--- src/bcdec_pkg.sv ---
// Shared constants, stage types and arithmetic helpers for the BC1/BC2/BC3 block decoder.
// No dependencies.
package bcdec_pkg;

  localparam int IN_TDATA_W  = 152;
  localparam int OUT_TDATA_W = 160;

  localparam logic [13:0] MAX_DIMENSION = 14'd8192;

  localparam logic [1:0] FMT_DXT1 = 2'd0;
  localparam logic [1:0] FMT_DXT3 = 2'd1;
  localparam logic [1:0] FMT_DXT5 = 2'd2;

  localparam logic [1:0] REG_FORMAT = 2'd0;
  localparam logic [1:0] REG_WIDTH  = 2'd1;
  localparam logic [1:0] REG_HEIGHT = 2'd2;

  typedef struct packed {
    logic [12:0]       bx;
    logic [12:0]       by;
    logic [3:0]        mask;
    logic [2:0]        rows;
    logic              dxt3;
    logic              dxt5;
    logic              four_col;
    logic              six_step;
    logic [7:0]        a0;
    logic [7:0]        a1;
    logic [2:0][7:0]   e0;
    logic [2:0][7:0]   e1;
    logic [2:0][9:0]   sum_a;
    logic [2:0][9:0]   sum_b;
    logic [2:0][8:0]   sum_h;
    logic [5:0][10:0]  num7;
    logic [3:0][10:0]  num5;
    logic [63:0]       aw;
    logic [31:0]       cidx;
  } s1_t;

  typedef struct packed {
    logic [12:0]       bx;
    logic [12:0]       by;
    logic [3:0]        mask;
    logic [2:0]        rows;
    logic              dxt3;
    logic              dxt5;
    logic [63:0]       aw;
    logic [31:0]       cidx;
    logic [3:0][31:0]  pal;
    logic [7:0][7:0]   ramp;
  } s2_t;

  function automatic logic [7:0] widen5(input logic [4:0] v);
    return {v, v[4:2]};
  endfunction

  function automatic logic [7:0] widen6(input logic [5:0] v);
    return {v, v[5:4]};
  endfunction

  // x < 1024: floor(x * 683 / 2048)
  function automatic logic [7:0] div3(input logic [9:0] x);
    logic [20:0] p;
    p = 21'(x) * 21'd683;
    return p[18:11];
  endfunction

  // x < 2048: floor(x * 1639 / 8192)
  function automatic logic [7:0] div5(input logic [10:0] x);
    logic [21:0] p;
    p = 22'(x) * 22'd1639;
    return p[20:13];
  endfunction

  // x < 2048: floor(x * 2341 / 16384)
  function automatic logic [7:0] div7(input logic [10:0] x);
    logic [24:0] p;
    p = 25'(x) * 25'd2341;
    return p[21:14];
  endfunction

endpackage

--- src/bc1_bc2_bc3_block_decoder.sv ---
// BC1/BC2/BC3 (DXT1/DXT3/DXT5) 4x4 block decoder, three register stages.
// Depends on bcdec_pkg.
//
// One input beat is one compressed block; it yields one output beat per texel row that
// lies inside the image (up to four, top to bottom, tlast on the last), each with four
// BGRA texels and a column mask for the image width. Stage 1 expands endpoints and forms
// blend sums, stage 2 divides them into the palette and alpha ramp, stage 3 issues one
// row per cycle into the output register. A block passes the stage 1 and stage 2
// registers before its first row enters the output register. A block holds the issue
// stage until it has emitted its last row (1 to 4) while the next block waits in stage 1,
// so with a ready sink a new block enters each time the block ahead issues its last row;
// output stalls hold every stage. Blocks fully outside the image yield no beats and are
// dropped at the input. Write configuration only while no block is in flight.
module bc1_bc2_bc3_block_decoder
  import bcdec_pkg::*;
(
  input  logic                   clk,
  input  logic                   rst_n,
  input  logic                   cfg_wr_en,
  input  logic [1:0]             cfg_index,
  input  logic [13:0]            cfg_data,
  input  logic                   in_tvalid,
  output logic                   in_tready,
  // block_column[10:0], block_row[21:11], alpha_word[85:22], colour_word[149:86], pad
  input  logic [IN_TDATA_W-1:0]  in_tdata,
  output logic                   out_tvalid,
  input  logic                   out_tready,
  // row_x[12:0], row_y[25:13], texel_zero..texel_three[153:26], column_mask[157:154], pad
  output logic [OUT_TDATA_W-1:0] out_tdata,
  output logic                   out_tlast
);

  logic [1:0]  fmt_r;
  logic [13:0] width_r;
  logic [13:0] height_r;

  logic        s1_valid_r, s1_valid_nxt;
  s1_t         s1_r, s1_nxt;
  logic        s2_valid_r, s2_valid_nxt;
  s2_t         s2_r, s2_nxt;
  logic [1:0]  row_r, row_nxt;
  logic        out_valid_r, out_valid_nxt;
  logic [OUT_TDATA_W-1:0] out_data_r, out_data_nxt;
  logic        out_last_r, out_last_nxt;

  logic        out_load, row_fire, row_last, s2_free;
  logic [13:0] w_cl, h_cl, rem;
  logic [12:0] bx_in, by_in;
  logic        on_image;
  logic [15:0] c0, c1;
  logic [63:0] cw;
  logic [3:0][31:0] texel;
  logic [3:0]  ti;
  logic [1:0]  sel;
  logic [7:0]  alpha;

  // configuration
  always_ff @(posedge clk) begin
    if (!rst_n) begin
      fmt_r    <= FMT_DXT1;
      width_r  <= 14'd16;
      height_r <= 14'd16;
    end else if (cfg_wr_en) begin
      case (cfg_index)
        REG_FORMAT: fmt_r    <= cfg_data[1:0];
        REG_WIDTH:  width_r  <= cfg_data;
        REG_HEIGHT: height_r <= cfg_data;
        default: ;
      endcase
    end
  end

  // handshake
  assign out_load  = !out_valid_r || out_tready;
  assign row_fire  = s2_valid_r && out_load;
  assign row_last  = (({1'b0, row_r} + 3'd1) == s2_r.rows);
  assign s2_free   = !s2_valid_r || (row_fire && row_last);
  assign in_tready = !s1_valid_r || s2_free;

  // stage 1: clip, endpoint expansion, blend sums
  always_comb begin
    w_cl  = (width_r > MAX_DIMENSION) ? MAX_DIMENSION : width_r;
    h_cl  = (height_r > MAX_DIMENSION) ? MAX_DIMENSION : height_r;
    bx_in = {in_tdata[10:0], 2'b00};
    by_in = {in_tdata[21:11], 2'b00};
    cw    = in_tdata[149:86];
    c0    = cw[15:0];
    c1    = cw[31:16];
    on_image = ({1'b0, bx_in} < w_cl) && ({1'b0, by_in} < h_cl);
    rem   = h_cl - {1'b0, by_in};

    s1_nxt.bx   = bx_in;
    s1_nxt.by   = by_in;
    for (int k = 0; k < 4; k++) begin
      s1_nxt.mask[k] = (({1'b0, bx_in} + 14'(k)) < w_cl);
    end
    s1_nxt.rows     = (rem > 14'd4) ? 3'd4 : rem[2:0];
    s1_nxt.dxt3     = (fmt_r == FMT_DXT3);
    s1_nxt.dxt5     = (fmt_r == FMT_DXT5);
    s1_nxt.four_col = (fmt_r == FMT_DXT3) || (fmt_r == FMT_DXT5) || (c0 > c1);
    s1_nxt.aw       = in_tdata[85:22];
    s1_nxt.cidx     = cw[63:32];
    s1_nxt.a0       = in_tdata[29:22];
    s1_nxt.a1       = in_tdata[37:30];
    s1_nxt.six_step = (in_tdata[29:22] > in_tdata[37:30]);

    s1_nxt.e0[0] = widen5(c0[4:0]);
    s1_nxt.e0[1] = widen6(c0[10:5]);
    s1_nxt.e0[2] = widen5(c0[15:11]);
    s1_nxt.e1[0] = widen5(c1[4:0]);
    s1_nxt.e1[1] = widen6(c1[10:5]);
    s1_nxt.e1[2] = widen5(c1[15:11]);
    for (int k = 0; k < 3; k++) begin
      s1_nxt.sum_a[k] = {1'b0, s1_nxt.e0[k], 1'b0} + {2'b00, s1_nxt.e1[k]};
      s1_nxt.sum_b[k] = {2'b00, s1_nxt.e0[k]} + {1'b0, s1_nxt.e1[k], 1'b0};
      s1_nxt.sum_h[k] = {1'b0, s1_nxt.e0[k]} + {1'b0, s1_nxt.e1[k]};
    end
    for (int k = 1; k <= 6; k++) begin
      s1_nxt.num7[k-1] = 11'(7 - k) * {3'b000, s1_nxt.a0} + 11'(k) * {3'b000, s1_nxt.a1};
    end
    for (int k = 1; k <= 4; k++) begin
      s1_nxt.num5[k-1] = 11'(5 - k) * {3'b000, s1_nxt.a0} + 11'(k) * {3'b000, s1_nxt.a1};
    end
    s1_valid_nxt = in_tvalid && on_image;
  end

  // stage 2: palette and alpha ramp
  always_comb begin
    s2_nxt.bx   = s1_r.bx;
    s2_nxt.by   = s1_r.by;
    s2_nxt.mask = s1_r.mask;
    s2_nxt.rows = s1_r.rows;
    s2_nxt.dxt3 = s1_r.dxt3;
    s2_nxt.dxt5 = s1_r.dxt5;
    s2_nxt.aw   = s1_r.aw;
    s2_nxt.cidx = s1_r.cidx;
    s2_nxt.pal[0] = {8'hFF, s1_r.e0[2], s1_r.e0[1], s1_r.e0[0]};
    s2_nxt.pal[1] = {8'hFF, s1_r.e1[2], s1_r.e1[1], s1_r.e1[0]};
    s2_nxt.pal[2][31:24] = 8'hFF;
    s2_nxt.pal[3][31:24] = s1_r.four_col ? 8'hFF : 8'h00;
    for (int k = 0; k < 3; k++) begin
      s2_nxt.pal[2][8*k +: 8] = s1_r.four_col ? div3(s1_r.sum_a[k]) : s1_r.sum_h[k][8:1];
      s2_nxt.pal[3][8*k +: 8] = s1_r.four_col ? div3(s1_r.sum_b[k]) : 8'h00;
    end
    s2_nxt.ramp[0] = s1_r.a0;
    s2_nxt.ramp[1] = s1_r.a1;
    if (s1_r.six_step) begin
      for (int k = 1; k <= 6; k++) begin
        s2_nxt.ramp[1+k] = div7(s1_r.num7[k-1]);
      end
    end else begin
      for (int k = 1; k <= 4; k++) begin
        s2_nxt.ramp[1+k] = div5(s1_r.num5[k-1]);
      end
      s2_nxt.ramp[6] = 8'h00;
      s2_nxt.ramp[7] = 8'hFF;
    end
    s2_valid_nxt = s1_valid_r;
  end

  // stage 3: one row of texels per cycle while the output is not stalled
  always_comb begin
    texel = '0;
    ti    = '0;
    sel   = '0;
    alpha = '0;
    for (int k = 0; k < 4; k++) begin
      ti    = {row_r, 2'(k)};
      sel   = s2_r.cidx[{ti, 1'b0} +: 2];
      alpha = s2_r.pal[sel][31:24];
      if (s2_r.dxt3) begin
        alpha = {s2_r.aw[{ti, 2'b00} +: 4], s2_r.aw[{ti, 2'b00} +: 4]};
      end else if (s2_r.dxt5) begin
        alpha = s2_r.ramp[s2_r.aw[6'd16 + 6'(ti) * 6'd3 +: 3]];
      end
      texel[k] = {alpha, s2_r.pal[sel][23:0]};
    end
    out_data_nxt  = {2'b00, s2_r.mask, texel, s2_r.by + {11'd0, row_r}, s2_r.bx};
    out_last_nxt  = row_last;
    out_valid_nxt = row_fire;
    row_nxt       = s2_free ? 2'd0 : (row_fire ? row_r + 2'd1 : row_r);
  end

  always_ff @(posedge clk) begin
    if (!rst_n) begin
      s1_valid_r  <= 1'b0;
      s2_valid_r  <= 1'b0;
      out_valid_r <= 1'b0;
      row_r       <= 2'd0;
    end else begin
      if (in_tready) s1_valid_r <= s1_valid_nxt;
      if (s2_free) s2_valid_r <= s2_valid_nxt;
      if (out_load) out_valid_r <= out_valid_nxt;
      row_r <= row_nxt;
    end
  end

  always_ff @(posedge clk) begin
    if (in_tready) s1_r <= s1_nxt;
    if (s2_free && s1_valid_r) s2_r <= s2_nxt;
    if (row_fire) begin
      out_data_r <= out_data_nxt;
      out_last_r <= out_last_nxt;
    end
  end

  assign out_tvalid = out_valid_r;
  assign out_tdata  = out_data_r;
  assign out_tlast  = out_last_r;

endmodule

--- config.mk ---
export PLATFORM = sky130hd
export DESIGN_NAME = bc1_bc2_bc3_block_decoder
export DESIGN_NICKNAME = d
export VERILOG_FILES = /design/src/bcdec_pkg.sv /design/src/bc1_bc2_bc3_block_decoder.sv
export SDC_FILE = /design/constraint.sdc
export NUM_CORES = 2
export LEC_CHECK = 0
export ABC_AREA = 1
export BUFFER_PORTS_ARGS = -buffer_cell sky130_fd_sc_hd__buf_2
export CORE_MARGIN = 2
export CORE_UTILIZATION = 48
export CTS_CLUSTER_SIZE = 16
export DETAILED_ROUTE_END_ITERATION = 10
export PLACE_DENSITY_LB_ADDON = 0.12
export SYNTH_ARGS = -nofsm -noshare
export SYNTH_HDL_FRONTEND = slang
export SYNTH_SLANG_ARGS = --single-unit
--- constraint.sdc ---
create_clock -name clk -period 26 [get_ports clk]
set_input_delay 0 -clock clk [delete_from_list [all_inputs] [get_ports clk]]
set_output_delay 0 -clock clk [all_outputs]
set_load 0.05 [all_outputs]
==> results.yml <==
yosys:
  synth_commonest_cells: "1323 x inv_1, 1190 x ha_1, 1120 x nand2_1, 748 x edfxtp_1, 622 x nand3_1"
  yosysTopAreaCell: "edfxtp_1"
  synth-main-ff-cell: "edfxtp_1"
  ys.warnings.count: 0
  ys_types: 55
  synth_edf_count: 748
  yosysMostFrequentCell: "inv_1"
  syn_area_um2: 70000
  ys_seq_area_share_pct: 33.1
  synth.area.top_cells: "edfxtp_1 32%, ha_1 21%, fa_1 11%, inv_1 7.1%, nand2_1 6.0%"
  synth_seq_cells: 783
  ys_async_sr_fraction_pct: 0
  syn_inst: 7576
  synth_area_per_cell_um2: 9.24
  synth_top_area_share_pct: 32.1
timing:
  finalHoldViolCount: 0
  final-setup-viol-count: 0
  rsz0062_at_grt: "false"
  worstMarginPinSlew_ps: 1370
  period_needed_ps: 5620
  clock.fmax_mhz: 178
  worst_slack_ps: 20380
  maxSlewViolCount: 0
  fin_crit_sh_pct: 21.6
  maxSlewHeadroom_pct: 8.74
  setup_tns_ps: 0
  skew_ps: 46.3
setup_path:
  reg2reg_slack_ps: 20380
  r2r_cells: 16
  crit_arrival_ps: 6040
  cp_data_required_time_ps: 26410
  crit_type: "reg -> reg"
  cp-start-kind: "register"
  end_kind: "register"
  reg2reg_to: "out_tdata[150]$_DFFE_PP_"
  worstReg2RegStart: "row_r[1]$_SDFFE_PP0P_"
  path_max_fanout: 48
global_routing:
  grt_pass1_wl_mm: 306
  grt_usage_pct: 26.4
  grt_pass1_vias: 55300
  grt_max_degree: 170
  grt.overflow.total: 0
  antenna_found_initial: 25
clocking:
  cts_tree: "done"
  clock_latency_ps: 720
  cts_made_buffers: 92
  root_buffer: "clkbuf_16"
  clk_pin_slew_ps: 60
  h-tree-depth: 3
  ctsResizeCount: 0
  hold_buffers: 251
  post_cts_buffers: 0
  clock-sinks: 783
  clk_path_buf_depth: 3
die:
  chipWidth_um: 386
  die_height_um: 386
  fp-row-count: 140
  core_area_um2: 145000
  die_area_um2: 149000
  ios: 336
  start_util_pct: 48.2
placement:
  place_ws_ps: 20590
  hpwl_mm: 149
  gp_congestion: 0.938
  io_buffers: 329
min_path:
  hold_end: "s1_r[26]$_DFFE_PP_"
  hp-class: "in -> reg"
  hold_depth: 2
  hold_start: "in_tdata[144]"
final_layout:
  syn2layout_area_growth_pct: 12.8
  nFillCells: 13100
  final_nets: 9868
  drive_gt1_share_pct: 6.67
  ff_latch_area_um2: 23200
  multi_input_area_um2: 41000
run:
  cap_violations: 0
detailed_routing:
  postRouteAntennaNets: 0
  drcViolationCount: 0
  drt_iter0_markers: 4539
  viasPerCell: 5.45
  routed_wl_mm: 197
  firstDrtPassIters: 6
  avgRoutedWirePerCell_um: 19.4
  vias: 55200
run_status:
  outcome: "completed"
[registers in the layout (all words and copies together), names as in the netlist]
name,cells
out_data_nxt,15
width_r,14
s2_valid_r,1
out_tvalid,1
s2_r,241
height_r,14
s1_valid_r,1
s1_r,335
out_tdata,156
row_r,2
fmt_r,2
out_tlast,1
[placed cells by master (no fill, tap or decap), drive strengths merged, types with 22 or more instances in the layout]
| master | count |
|---|---|
| dlygate4sd3 | 251 |
| ha | 1190 |
| nand3 | 628 |
| o211ai | 22 |
| dfxtp | 35 |
| fa | 382 |
| nor3 | 40 |
| xor2 | 158 |
| edfxtp | 748 |
| nor2 | 365 |
| o21bai | 46 |
| buf | 355 |
| inv | 1341 |
| a21o | 28 |
| clkbuf | 116 |
| clkinv | 35 |
| xnor2 | 61 |
| nand2 | 1129 |
| nand4 | 49 |
| o21ai | 487 |
| a21oi | 539 |
| a31oi | 61 |
[area by class of cell]
class                           instances  share of cell area (%)
Timing Repair Buffer                  606                    5.55
Clock buffer                          116                    3.04
Inverter                             1338                    6.37
Clock inverter                         54                   0.707
Sequential cell                       783                    29.3
Multi-Input combinational cell       5302                    51.9
Tap cell                             1917                    3.04
Antenna cell                           13                  0.0412
[worst max path at each step]
stage	from	endpoint	slack, ps
2_1_floorplan	row_r[1]$_SDFFE_PP0P_	out_data_nxt[10]$_DFFE_PP_	11960
3_3_place_gp	row_r[0]$_SDFFE_PP0P_	out_tdata[150]$_DFFE_PP_	20650
3_5_place_dp	row_r[1]$_SDFFE_PP0P_	out_tdata[150]$_DFFE_PP_	20590
4_1_cts	row_r[1]$_SDFFE_PP0P_	out_tdata[150]$_DFFE_PP_	20550
5_1_grt	row_r[1]$_SDFFE_PP0P_	s2_r[250]$_DFFE_PP_	20170
6_report	row_r[1]$_SDFFE_PP0P_	out_tdata[150]$_DFFE_PP_	20380
[per-layer routing]
| layer | up-vias | GRT usage [%] | part of all wire [%] |
|---|---|---|---|
| met5 | - | 0 | 0.046 |
| met4 | 14 | 8.31 | 3.1 |
| met3 | 356 | 4.29 | 6.9 |
| met2 | 1842 | 41.5 | 44 |
| met1 | 26300 | 37.1 | 46 |
| li1 | 26700 | - | - |
[critical path, stage by stage, from the launching register on]
cell	delay, ps
dfxtp_1	670
buf_4	390
inv_1	100
ha_2	340
buf_4	310
inv_2	600
nand3_1	170
nand3_1	160
nand3_2	690
nand2_2	940
nand2_1	110
nand3_1	100
nand3_1	160
nand3_1	200
nand2_1	70
nand2_1	90
nand2_1	150
[logic make-up after synthesis]
logic type	count (synthesis)	synth area share [%]
and+or+nand+nor	2253	13.7
other	1	0.00536
xor gates and xnor gates	219	2.74
AOI/OAI and AO/OA	1254	9.87
buffers and inverters	1494	8.37
DFF	783	33.1
adders and majority gates	1572	32.2
[metrics by stage]
stage	hold slack, ps	instance area [um2]	instances	utilization [%]
after floorplan	98.9	70000	7579	-
after global placement	178	73500	9695	50.6
after detailed placement	178	73500	9695	50.6
after CTS	0.518	78900	10100	54.4
after global routing	21.9	79000	10100	54.4
final	46.0	79000	10100	54.4
Power is not shown: default switching activity piles up to over one toggle a cycle in this logic, so the estimate is an artifact.
